[config.mk]
export PLATFORM = sky130hd
export DESIGN_NAME = track_fragment_header_parser
export DESIGN_NICKNAME = d
export VERILOG_FILES = /design/src/design/tfhd_pkg.sv /design/src/design/tfhd_parse_core.sv /design/src/design/track_fragment_header_parser.sv
export SDC_FILE = /design/constraint.sdc
export NUM_CORES = 1
export LEC_CHECK = 0
export ABC_CLOCK_PERIOD_IN_PS = 5850
export BUFFER_PORTS_ARGS = -buffer_cell sky130_fd_sc_hd__buf_2
export CORE_ASPECT_RATIO = 1.25
export CORE_MARGIN = 4
export CORE_UTILIZATION = 55
export DETAILED_ROUTE_END_ITERATION = 7
export GPL_TIMING_DRIVEN = 0
export PLACE_DENSITY_LB_ADDON = 0.12
export SYNTH_ARGS = -nofsm -noshare
export SYNTH_HDL_FRONTEND = slang
export SYNTH_SLANG_ARGS = --single-unit
[constraint.sdc]
create_clock -name clock -period 5.85 [get_ports clock]
set_input_delay 0.2925 -clock clock [delete_from_list [all_inputs] [get_ports clock]]
set_output_delay 0.2925 -clock clock [all_outputs]
set_load 0.01 [all_outputs]
[src/design/tfhd_pkg.sv]
// Shared types and constants for the track fragment header parser.
// No dependencies; imported by every module of the block.
package tfhd_pkg;

   // Byte position counter, saturates at its all-ones value
   localparam int unsigned POS_W = 6;
   localparam logic [POS_W-1:0] POS_MAX  = '1;
   localparam logic [POS_W-1:0] HDR_LEN  = POS_W'(8);
   localparam logic [POS_W-1:0] WORD_LEN = POS_W'(4);
   localparam logic [POS_W-1:0] LONG_LEN = POS_W'(8);
   localparam logic [POS_W-1:0] ID_POS   = HDR_LEN - POS_W'(1);

   localparam logic [31:0] VERSION_MASK = 32'hff000000;

   // Presence flag bits of the optional fields
   localparam int unsigned FLAG_BASE   = 0;
   localparam int unsigned FLAG_DESC   = 1;
   localparam int unsigned FLAG_DUR    = 3;
   localparam int unsigned FLAG_SIZE   = 4;
   localparam int unsigned FLAG_SFLAGS = 5;

   // Configuration register indexes
   localparam int unsigned CSR_IDX_W = 1;
   localparam logic [CSR_IDX_W-1:0] CSR_OWN_TRACK = 1'b0;
   localparam logic [CSR_IDX_W-1:0] CSR_MOOF      = 1'b1;

   typedef enum logic [1:0] {
      OUTCOME_PARSING = 2'd0,
      OUTCOME_OTHER   = 2'd1,
      OUTCOME_INVALID = 2'd2,
      OUTCOME_DONE    = 2'd3
   } outcome_type;

   typedef enum logic [1:0] {
      STATUS_OK      = 2'd0,
      STATUS_OTHER   = 2'd1,
      STATUS_INVALID = 2'd2
   } status_type;

   // One byte handed from the input register to the parse core
   typedef struct packed {
      logic       go;
      logic       last;
      logic [7:0] data;
   } step_type;

endpackage

[src/design/tfhd_parse_core.sv]
// Parse core: byte position, assembler, outcome and the stored header fields.
// Depends on tfhd_pkg. One byte is consumed per cycle when step.go is high.
module tfhd_parse_core (
   input  logic                  clock,
   input  logic                  reset,
   input  tfhd_pkg::step_type    step,
   input  logic [31:0]           own_track_id,
   input  logic [63:0]           moof_offset,
   output tfhd_pkg::status_type  status_next,
   output logic [23:0]           header_flags,
   output logic [31:0]           track_id,
   output logic [31:0]           seen_track_id,
   output logic [63:0]           base_data_offset,
   output logic [31:0]           sample_desc_index,
   output logic [31:0]           default_duration,
   output logic [31:0]           default_size,
   output logic [31:0]           default_sample_flags
);
   import tfhd_pkg::*;

   logic [POS_W-1:0] pos_ff, pos_in;
   logic [63:0]      shift_ff, shift_in, shift_new;
   outcome_type      outcome_ff, outcome_in, outcome_new;
   logic [23:0]      flags_ff, flags_in;
   logic [31:0]      tid_ff, tid_in;
   logic [31:0]      seen_ff, seen_in;
   logic [63:0]      base_ff, base_in;
   logic [31:0]      desc_ff, desc_in;
   logic [31:0]      dur_ff, dur_in;
   logic [31:0]      size_ff, size_in;
   logic [31:0]      sflags_ff, sflags_in;

   logic [31:0]      word, id;
   logic [23:0]      fsel;
   logic [POS_W-1:0] cur1, cur2, cur3, cur4, needed;
   logic [POS_W-1:0] end0, end1, end2, end3, end4;

   // Field boundaries for the active flag set
   always_comb begin
      shift_new = {shift_ff[55:0], step.data};
      word      = shift_new[63:32];
      id        = shift_new[31:0];
      fsel      = (pos_ff == ID_POS) ? word[23:0] : flags_ff;
      cur1   = HDR_LEN + (fsel[FLAG_BASE]   ? LONG_LEN : '0);
      cur2   = cur1    + (fsel[FLAG_DESC]   ? WORD_LEN : '0);
      cur3   = cur2    + (fsel[FLAG_DUR]    ? WORD_LEN : '0);
      cur4   = cur3    + (fsel[FLAG_SIZE]   ? WORD_LEN : '0);
      needed = cur4    + (fsel[FLAG_SFLAGS] ? WORD_LEN : '0);
      end0   = HDR_LEN + LONG_LEN - POS_W'(1);
      end1   = cur1 + WORD_LEN - POS_W'(1);
      end2   = cur2 + WORD_LEN - POS_W'(1);
      end3   = cur3 + WORD_LEN - POS_W'(1);
      end4   = cur4 + WORD_LEN - POS_W'(1);
   end

   // Per-byte parse step
   always_comb begin
      outcome_new = outcome_ff;
      flags_in    = flags_ff;
      tid_in      = tid_ff;
      seen_in     = seen_ff;
      base_in     = base_ff;
      desc_in     = desc_ff;
      dur_in      = dur_ff;
      size_in     = size_ff;
      sflags_in   = sflags_ff;
      if (outcome_ff == OUTCOME_PARSING) begin
         if (pos_ff == ID_POS) begin
            if ((word & VERSION_MASK) != '0) begin
               outcome_new = OUTCOME_INVALID;
            end else begin
               seen_in = id;
               if (id != own_track_id) begin
                  outcome_new = OUTCOME_OTHER;
               end else begin
                  flags_in = word[23:0];
                  tid_in   = id;
                  if (needed == HDR_LEN) begin
                     base_in     = moof_offset;
                     outcome_new = OUTCOME_DONE;
                  end
               end
            end
         end else if (pos_ff > ID_POS) begin
            if (flags_ff[FLAG_BASE] && pos_ff == end0) base_in = shift_new;
            if (flags_ff[FLAG_DESC] && pos_ff == end1) desc_in = shift_new[31:0];
            if (flags_ff[FLAG_DUR] && pos_ff == end2) dur_in = shift_new[31:0];
            if (flags_ff[FLAG_SIZE] && pos_ff == end3) size_in = shift_new[31:0];
            if (flags_ff[FLAG_SFLAGS] && pos_ff == end4) sflags_in = shift_new[31:0];
            if (pos_ff == needed - POS_W'(1)) begin
               if (!flags_ff[FLAG_BASE]) base_in = moof_offset;
               outcome_new = OUTCOME_DONE;
            end
         end
      end

      // End of box returns the framing state to zero
      if (step.last) begin
         pos_in     = '0;
         shift_in   = '0;
         outcome_in = OUTCOME_PARSING;
      end else begin
         pos_in     = (pos_ff == POS_MAX) ? pos_ff : pos_ff + POS_W'(1);
         shift_in   = shift_new;
         outcome_in = outcome_new;
      end

      case (outcome_new)
         OUTCOME_DONE:  status_next = STATUS_OK;
         OUTCOME_OTHER: status_next = STATUS_OTHER;
         default:       status_next = STATUS_INVALID;
      endcase
   end

   // State registers
   always_ff @(posedge clock) begin
      if (reset) begin
         pos_ff     <= '0;
         shift_ff   <= '0;
         outcome_ff <= OUTCOME_PARSING;
         flags_ff   <= '0;
         tid_ff     <= '0;
         seen_ff    <= '0;
         base_ff    <= '0;
         desc_ff    <= '0;
         dur_ff     <= '0;
         size_ff    <= '0;
         sflags_ff  <= '0;
      end else if (step.go) begin
         pos_ff     <= pos_in;
         shift_ff   <= shift_in;
         outcome_ff <= outcome_in;
         flags_ff   <= flags_in;
         tid_ff     <= tid_in;
         seen_ff    <= seen_in;
         base_ff    <= base_in;
         desc_ff    <= desc_in;
         dur_ff     <= dur_in;
         size_ff    <= size_in;
         sflags_ff  <= sflags_in;
      end
   end

   assign header_flags         = flags_ff;
   assign track_id             = tid_ff;
   assign seen_track_id        = seen_ff;
   assign base_data_offset     = base_ff;
   assign sample_desc_index    = desc_ff;
   assign default_duration     = dur_ff;
   assign default_size         = size_ff;
   assign default_sample_flags = sflags_ff;

endmodule

[src/design/track_fragment_header_parser.sv]
// Track fragment header parser, top level. A last-byte transaction on req
// passes the input and then the result register to reach rsp. Throughput:
// one byte per cycle through the parse step between those registers, unless a
// waiting result holds the core; the input register then stalls req.
// Synchronous active-high reset clears the configuration, the parse state and
// all stored fields to zero. Depends on tfhd_pkg and tfhd_parse_core.
module track_fragment_header_parser (
   input  logic                            clock,
   input  logic                            reset,
   input  logic                            req_valid,
   output logic                            req_stall,
   input  logic [7:0]                      req_data_byte,
   input  logic                            req_last_byte,
   output logic                            rsp_valid,
   input  logic                            rsp_stall,
   output logic [1:0]                      rsp_status,
   output logic [23:0]                     rsp_header_flags,
   output logic [31:0]                     rsp_track_id,
   output logic [31:0]                     rsp_seen_track_id,
   output logic [63:0]                     rsp_base_data_offset,
   output logic [31:0]                     rsp_sample_desc_index,
   output logic [31:0]                     rsp_default_duration,
   output logic [31:0]                     rsp_default_size,
   output logic [31:0]                     rsp_default_sample_flags,
   input  logic                            csr_we,
   input  logic [tfhd_pkg::CSR_IDX_W-1:0]  csr_index,
   input  logic [63:0]                     csr_wdata
);
   import tfhd_pkg::*;

   logic        in_valid_ff;
   logic [7:0]  in_data_ff;
   logic        in_last_ff;
   logic        rsp_valid_ff;
   status_type  status_ff, status_next;
   logic [31:0] own_track_ff;
   logic [63:0] moof_ff;
   logic        advance;
   step_type    step;

   // Core may step when the result slot is free or being drained
   assign advance   = in_valid_ff && (!rsp_valid_ff || !rsp_stall);
   assign req_stall = in_valid_ff && !advance;

   assign step.go   = advance;
   assign step.last = in_last_ff;
   assign step.data = in_data_ff;

   // Configuration registers
   always_ff @(posedge clock) begin
      if (reset) begin
         own_track_ff <= '0;
         moof_ff      <= '0;
      end else if (csr_we) begin
         case (csr_index)
            CSR_OWN_TRACK: own_track_ff <= csr_wdata[31:0];
            CSR_MOOF:      moof_ff      <= csr_wdata;
            default:       ;
         endcase
      end
   end

   // Input register
   always_ff @(posedge clock) begin
      if (reset) begin
         in_valid_ff <= 1'b0;
      end else if (req_valid && !req_stall) begin
         in_valid_ff <= 1'b1;
      end else if (advance) begin
         in_valid_ff <= 1'b0;
      end
   end

   always_ff @(posedge clock) begin
      if (req_valid && !req_stall) begin
         in_data_ff <= req_data_byte;
         in_last_ff <= req_last_byte;
      end
   end

   // Result register; fields are read straight from the held core state
   always_ff @(posedge clock) begin
      if (reset) begin
         rsp_valid_ff <= 1'b0;
         status_ff    <= STATUS_OK;
      end else if (advance && in_last_ff) begin
         rsp_valid_ff <= 1'b1;
         status_ff    <= status_next;
      end else if (!rsp_stall) begin
         rsp_valid_ff <= 1'b0;
      end
   end

   tfhd_parse_core u_core (
      .clock                (clock),
      .reset                (reset),
      .step                 (step),
      .own_track_id         (own_track_ff),
      .moof_offset          (moof_ff),
      .status_next          (status_next),
      .header_flags         (rsp_header_flags),
      .track_id             (rsp_track_id),
      .seen_track_id        (rsp_seen_track_id),
      .base_data_offset     (rsp_base_data_offset),
      .sample_desc_index    (rsp_sample_desc_index),
      .default_duration     (rsp_default_duration),
      .default_size         (rsp_default_size),
      .default_sample_flags (rsp_default_sample_flags)
   );

   assign rsp_valid  = rsp_valid_ff;
   assign rsp_status = status_ff;

endmodule

# After elaboration in Yosys (flattened, before gate mapping)
# Index checks and enable logic that the tools add are counted.
dict set report totals {
  reg_bits 453
}
dict set report classes {
  magnitude_cmp 1
  addsub 15
  mux 30
  n_eq_ne 17
  n_bitwise 4
  reduce_logical 28
}
# op count
set ops {}
lappend ops {{$mux W64} 8}
lappend ops {{$mux W56} 1}
lappend ops {{$ne A32 B32 Y1} 1}
lappend ops {{$reduce_bool A32 Y1} 1}
lappend ops {{$eq A6 B6 Y1} 5}
lappend ops {{$sub A6 B1 Y6 const B} 5}
lappend ops {{$reduce_and A5 Y1} 5}
lappend ops {{$add A6 B3 Y6 const B} 4}
lappend ops {{$add A6 B6 Y6} 4}
lappend ops {{$mux W6} 3}
lappend ops {{$mux W2} 8}
lappend ops {{$eq A6 B4 Y1 const B} 2}
lappend ops {{$mux W3} 4}
lappend ops {{$logic_and A1 B1 Y1} 9}
lappend ops {{$ne A2 B2 Y1 const B} 4}
lappend ops {{$add A4 B6 Y6 const A} 1}
lappend ops {{$add A6 B1 Y6 const B} 1}
lappend ops {{$eq A6 B3 Y1 const B} 1}
lappend ops {{$eq A6 B6 Y1 const B} 1}
lappend ops {{$gt A6 B3 Y1 const B} 1}
lappend ops {{$reduce_and A2 Y1} 3}
lappend ops {{$reduce_and A6 Y1} 1}
lappend ops {{$logic_not A1 Y1} 4}
lappend ops {{$mux W1} 4}
lappend ops {{other kinds (10)} 14}

# Logic depth before layout (Yosys ltp)
dict set report depth {
  depth_word 16
  depth_mapped 22
}

# By module
# A second synthesis with hierarchy kept.
dict set report hier_totals {
  hier_cells 2114
  area_unflattened_um2 19593.8
}
# mod cells_per_inst area_each_um2 instances seq_area_each_um2
set by_module_without_submodules {}
lappend by_module_without_submodules {tfhd_parse_core 1667 15650.0 1 6886.6}
lappend by_module_without_submodules {track_fragment_header_parser 447 3943.8 1 2272.2}

# Worst setup path after synthesis
# No wires, ideal clock.
dict set report synth_path {
  path_type {reg-to-reg}
  start {register u_core.pos_ff[5]}
  end {register u_core.base_ff[10], in the netlist u_core.base_data_offset[10]}
  setup_slack_ps 1207
  t_arrival_ps 4560
  setup_ps 83
  stages_incl_launch_ff 20
  n_path_buf 3
  cell_sequence {dfxtp_1 > buf_2 > or3_1 > clkbuf_1 > nor2_1 > nand2_1 > nand2_1 > ha_1 > inv_1 > ha_1 > inv_1 > ha_1 > ha_1 > or3b_1 > a211o_1 > and3_1 > o41ai_2 > clkbuf_1 > a22oi_1 > o221ai_1}
}
dict set report synth_between {
  elab_chain_len 13
}
# element line
set synth_rtl {}
lappend synth_rtl {{start: declaration} tfhd_parse_core.sv:21} ;# logic [POS_W-1:0] pos_ff, pos_in;
lappend synth_rtl {{start signal: assignment} tfhd_parse_core.sv:130} ;# pos_ff <= pos_in;
lappend synth_rtl {{$eq A6 B3 Y1} {tfhd_parse_core.sv:43, tfhd_parse_core.sv:68}}
lappend synth_rtl {{$mux W6} tfhd_parse_core.sv:43} ;# fsel = (pos_ff == ID_POS) ? word[23:0] : flags_ff;
lappend synth_rtl {{$mux W4} tfhd_parse_core.sv:44} ;# cur1 = HDR_LEN + (fsel[FLAG_BASE] ? LONG_LEN : '0);
lappend synth_rtl {{$add A4 B6 Y6} tfhd_parse_core.sv:44}
lappend synth_rtl {{$add A6 B6 Y6} tfhd_parse_core.sv:45} ;# cur2 = cur1 + (fsel[FLAG_DESC] ? WORD_LEN : '0);
lappend synth_rtl {{$add A6 B6 Y6} tfhd_parse_core.sv:46} ;# cur3 = cur2 + (fsel[FLAG_DUR] ? WORD_LEN : '0);
lappend synth_rtl {{$add A6 B6 Y6} tfhd_parse_core.sv:47} ;# cur4 = cur3 + (fsel[FLAG_SIZE] ? WORD_LEN : '0);
lappend synth_rtl {{$add A6 B6 Y6} tfhd_parse_core.sv:48} ;# needed = cur4 + (fsel[FLAG_SFLAGS] ? WORD_LEN : '0);
lappend synth_rtl {{$sub A6 B1 Y6} tfhd_parse_core.sv:90} ;# if (pos_ff == needed - POS_W'(1)) begin
lappend synth_rtl {{$eq A6 B6 Y1} tfhd_parse_core.sv:90}
lappend synth_rtl {{$mux W64} tfhd_parse_core.sv:90}
lappend synth_rtl {{$mux W64} tfhd_parse_core.sv:84} ;# end else if (pos_ff > ID_POS) begin
lappend synth_rtl {{$mux W64} tfhd_parse_core.sv:68} ;# if (pos_ff == ID_POS) begin
lappend synth_rtl {{end signal: assignment} tfhd_parse_core.sv:136} ;# base_ff <= base_in;
lappend synth_rtl {{end: declaration} tfhd_parse_core.sv:27} ;# logic [63:0] base_ff, base_in;
# Parallel ways exist; a longest one is shown, timed or not. The select of a mux whose other input is x is not followed.
# A chain may end at the register's enable or synchronous reset.

# Final worst setup path
dict set report layout_path {
  start {register u_core.pos_ff[5]}
  end {register u_core.base_ff[45], in the netlist u_core.base_data_offset[45]}
}
# The elaborated chain is that of the path after synthesis.

==> metrics.yaml <==
flow_run:
  maxCapViolations: 0
floorplan:
  chipWidth_um: 169
  initial_core_util_pct: 55.8
  rows: 73
  pin_count: 363
  die_area_mm2: 0.0353
  core_mm2: 0.0319
  die_h_um: 209
yosys:
  synth_top_cell_by_area: "dfxtp_1"
  syn_nets: 2171
  synth_cell_type_count: 51
  ys_warn_count: 0
  async_flop_share_pct: 0
  synth_edf_count: 9
  synth_common_cells: "nand2_1 (522), dfxtp_1 (444), a21oi_1 (260)"
  seq_area_frac_synth_pct: 51.5
  synth_seq_cells: 453
  yosysMostFrequentCell: "nand2_1"
  avgSynthCellArea_um2: 8.54
  synthCells: 2082
  synth_top_area_share_pct: 50.0
  synth_area_mm2: 0.0178
  synth_area_leaders: "dfxtp_1 (50%), nand2_1 (11%), a21oi_1 (7.3%)"
  synth_ff_type: "dfxtp_1"
critical_path:
  r2r_slack_ns: 0.23
  cpMostUsedCell: "ha_1"
  slowest_delay_ns: 0.76
  worstSetupPathType: "reg -> reg"
  critPathBufInv: 5
  crit_arrival_ns: 6.08
  critPathMaxFanout: 10
  path_cells: "buf_2 -> or3_1 -> clkbuf_1 -> nor2_1 -> nand2_1 -> nand2_1 -> ha_1 -> inv_1 -> ha_1 -> inv_1 -> ha_1 -> ha_1 -> or3b_1 -> a211o_1 -> a21oi_1 -> o41a_1 -> clkbuf_1 -> o211ai_1 -> o221ai_1"
  critPathRequiredTime_ns: 6.31
  crit_family: "compound AO/OA/AOI/OAI gates"
  cp_slowest_cell: "o41a_1"
  end_kind: "flop"
  cp-start-kind: "flop"
timing:
  setup_ws_ns: 0.235
  max-slew-margin-rel_pct: 7.52
  timing.fmax_ghz: 0.178
  finalSetupTns_ns: 0
  rsz0062_at_grt: "false"
  period_minus_slack_ns: 5.62
  worst_clock_skew_ns: 0.0220
  tightestPinTransition_ns: 1.38
  setup_viol: 0
  hold_violations: 0
  finalCritPeriodShare_pct: 96.0
  maxSlewViolCount: 0
global_route:
  grt_max_degree: 15
  antenna_found_initial: 3
  gr-total-overflow: 0
  grt_pass1_wl_mm: 92.0
  grt_pass1_vias: 16500
  grt_usage_pct: 33.0
drt:
  viasPerCell: 5.71
  drc: 0
  vias: 17100
  finalWirelength_mm: 61.5
  drt_iter0_drc: 1803
  detail-route-antenna-nets: 0
  dr.pass1.iters: 6
  wl_per_cell_um: 20.5
finish:
  syn_to_final_growth_pct: 25.2
  nNetsFinal: 2646
  ff_latch_area_mm2: 0.00916
  multiInputGateArea_mm2: 0.00765
  final_layout_size_suffix_gt1_share_pct: 17.3
  fillers: 2581
  fin_area_mm2: 0.0223
place:
  portBuffers: 361
  dpl_cell_area_mm2: 0.0201
  pre_cts_slack_ns: 0.138
  dp_hpwl_mm: 42.9
  gp_congestion: 0.894
clock_tree:
  clkTransAtPathRegs_ns: 0.06
  htreeDepth: 2
  cts_tree: "yes"
  clk_path_buf_depth: 3
  clk_latency_ns: 0.57
  cts_sinks: 453
  root_buffer: "clkbuf_16"
  numCtsBuffers: 44
power_and_ir_drop:
  ir_drop_uv: 283
  total_power_mw: 6.70
  p_leak_nw: 9.34
  cellPowerDensity_mw_per_mm2: 301
outcome:
  outcome: "finished, final reports clean"
min_path:
  hold_class: "in -> reg"
==> final cells by class <==
type                       instances  area share [%]
multi-input combinational       1371            34.4
inverter                          74            1.25
timing repair buffer             430            11.3
antenna                            1          0.0112
clock inverter                     8           0.371
clock buffer                      71            6.13
tap                              412            2.32
sequential                       453            41.1
buffer                           183            3.15
==> placed cells by master, fill, tap and decap left out, types with 2 or more instances in the layout <==
cell type / n
a211oi_1: 2
a21oi_1: 260
a22o_1: 2
a22oi_1: 64
a31oi_1: 2
and2_1: 3
and3_1: 8
and3b_1: 2
buf_1: 17
buf_2: 373
clkbuf_1: 167
clkbuf_16: 46
clkbuf_8: 12
clkinv_2: 4
dfxtp_1: 444
dlygate4sd3_1: 66
edfxtp_1: 9
ha_1: 10
inv_1: 73
mux2i_1: 121
nand2_1: 522
nand2b_1: 2
nand3_1: 9
nand4_1: 14
nor2_1: 134
nor2b_1: 2
nor3_1: 8
nor4_1: 2
o211ai_1: 65
o21ai_0: 5
o221ai_1: 64
o31ai_1: 2
or3_1: 2
or4_1: 2
xnor2_1: 38
xor2_1: 7
==> routing by layer <==
| metal | vias to the layer above | track usage, % | part of all wire (%) |
|---|---|---|---|
| met5 | - | 0 | 0.050 |
| met4 | 4 | 16.7 | 5.4 |
| met3 | 206 | 6.21 | 8.5 |
| met2 | 857 | 57.3 | 49 |
| met1 | 8071 | 38.8 | 37 |
| li1 | 7999 | - | - |
==> metrics by stage <==
stage	cells	utilization [%]	hold WS, ns
6_report	3003	69.8	0.0180
5_1_grt	3003	69.8	0.0160
4_1_cts	3002	69.8	0.00346
3_5_place_dp	2857	63.2	0.441
3_3_place_gp	2855	63.0	0.437
2_1_floorplan	2082	-	0.391
==> sequential cells by signal, summed over array words and instances (netlist names) <==
| name | cells |
|---|---|
| rsp_valid | 1 |
| u_core.outcome_ff | 2 |
| u_core.header_flags | 24 |
| in_data_ff | 8 |
| in_valid_ff | 1 |
| u_core.sample_desc_index | 32 |
| u_core.seen_track_id | 32 |
| u_core.default_size | 32 |
| u_core.track_id | 32 |
| u_core.pos_ff | 6 |
| in_last_ff | 1 |
| moof_ff | 64 |
| u_core.default_sample_flags | 32 |
| u_core.shift_ff | 56 |
| own_track_ff | 32 |
| u_core.base_data_offset | 64 |
| u_core.default_duration | 32 |
| rsp_status | 2 |
==> cells by family after synthesis <==
group                      after synthesis  share of synthesized area (%)
DFF                                    453                           51.5
adders and majority gates               10                          0.704
xor gates and xnor gates                46                           2.34
muxes                                  121                           6.81
AOI/OAI and AO/OA                      476                           16.9
buffers and inverters                  258                           5.53
and+or+nand+nor                        718                           16.1
==> power breakdown <==
part	internal, mW	total [mW]	switching [mW]	leakage, nW
logic	0.212	0.549	0.338	4.94
registers	3.21	3.29	0.0831	3.69
clock network	1.64	2.86	1.21	0.710
total	5.07	6.70	1.64	9.34
==> worst min-delay path, cell delays in order <==
cell and delay (ns):
buf_2 0.13, nand2_1 0.06, a21oi_1 0.05
==> path summary, 6_finish.rpt <==
| check | end | from | cells after the start |
|---|---|---|---|
| setup / recovery | u_core.base_data_offset[45]$_SDFFE_PP0P_ | u_core.pos_ff[5]$_SDFFE_PP0P_ | 19 |
| hold / removal | own_track_ff[8]$_SDFFE_PP0P_ | csr_wdata[8] | 3 |
| setup reg to reg | u_core.base_data_offset[45]$_SDFFE_PP0P_ | u_core.pos_ff[5]$_SDFFE_PP0P_ | 19 |
| hold reg to reg | u_core.default_sample_flags[31]$_SDFFE_PP0P_ | u_core.default_sample_flags[31]$_SDFFE_PP0P_ | 2 |
==> repair_timing <==
item                                    in CTS  in global routing
endpoints found under the setup margin       0                 61
hold buffers                                66                  0
buffers inserted                             0                  1
endpoints found under the hold margin       84                  0
gates resized for setup                      0                  0
No activity file was read; power rests on OpenSTA's default activity.
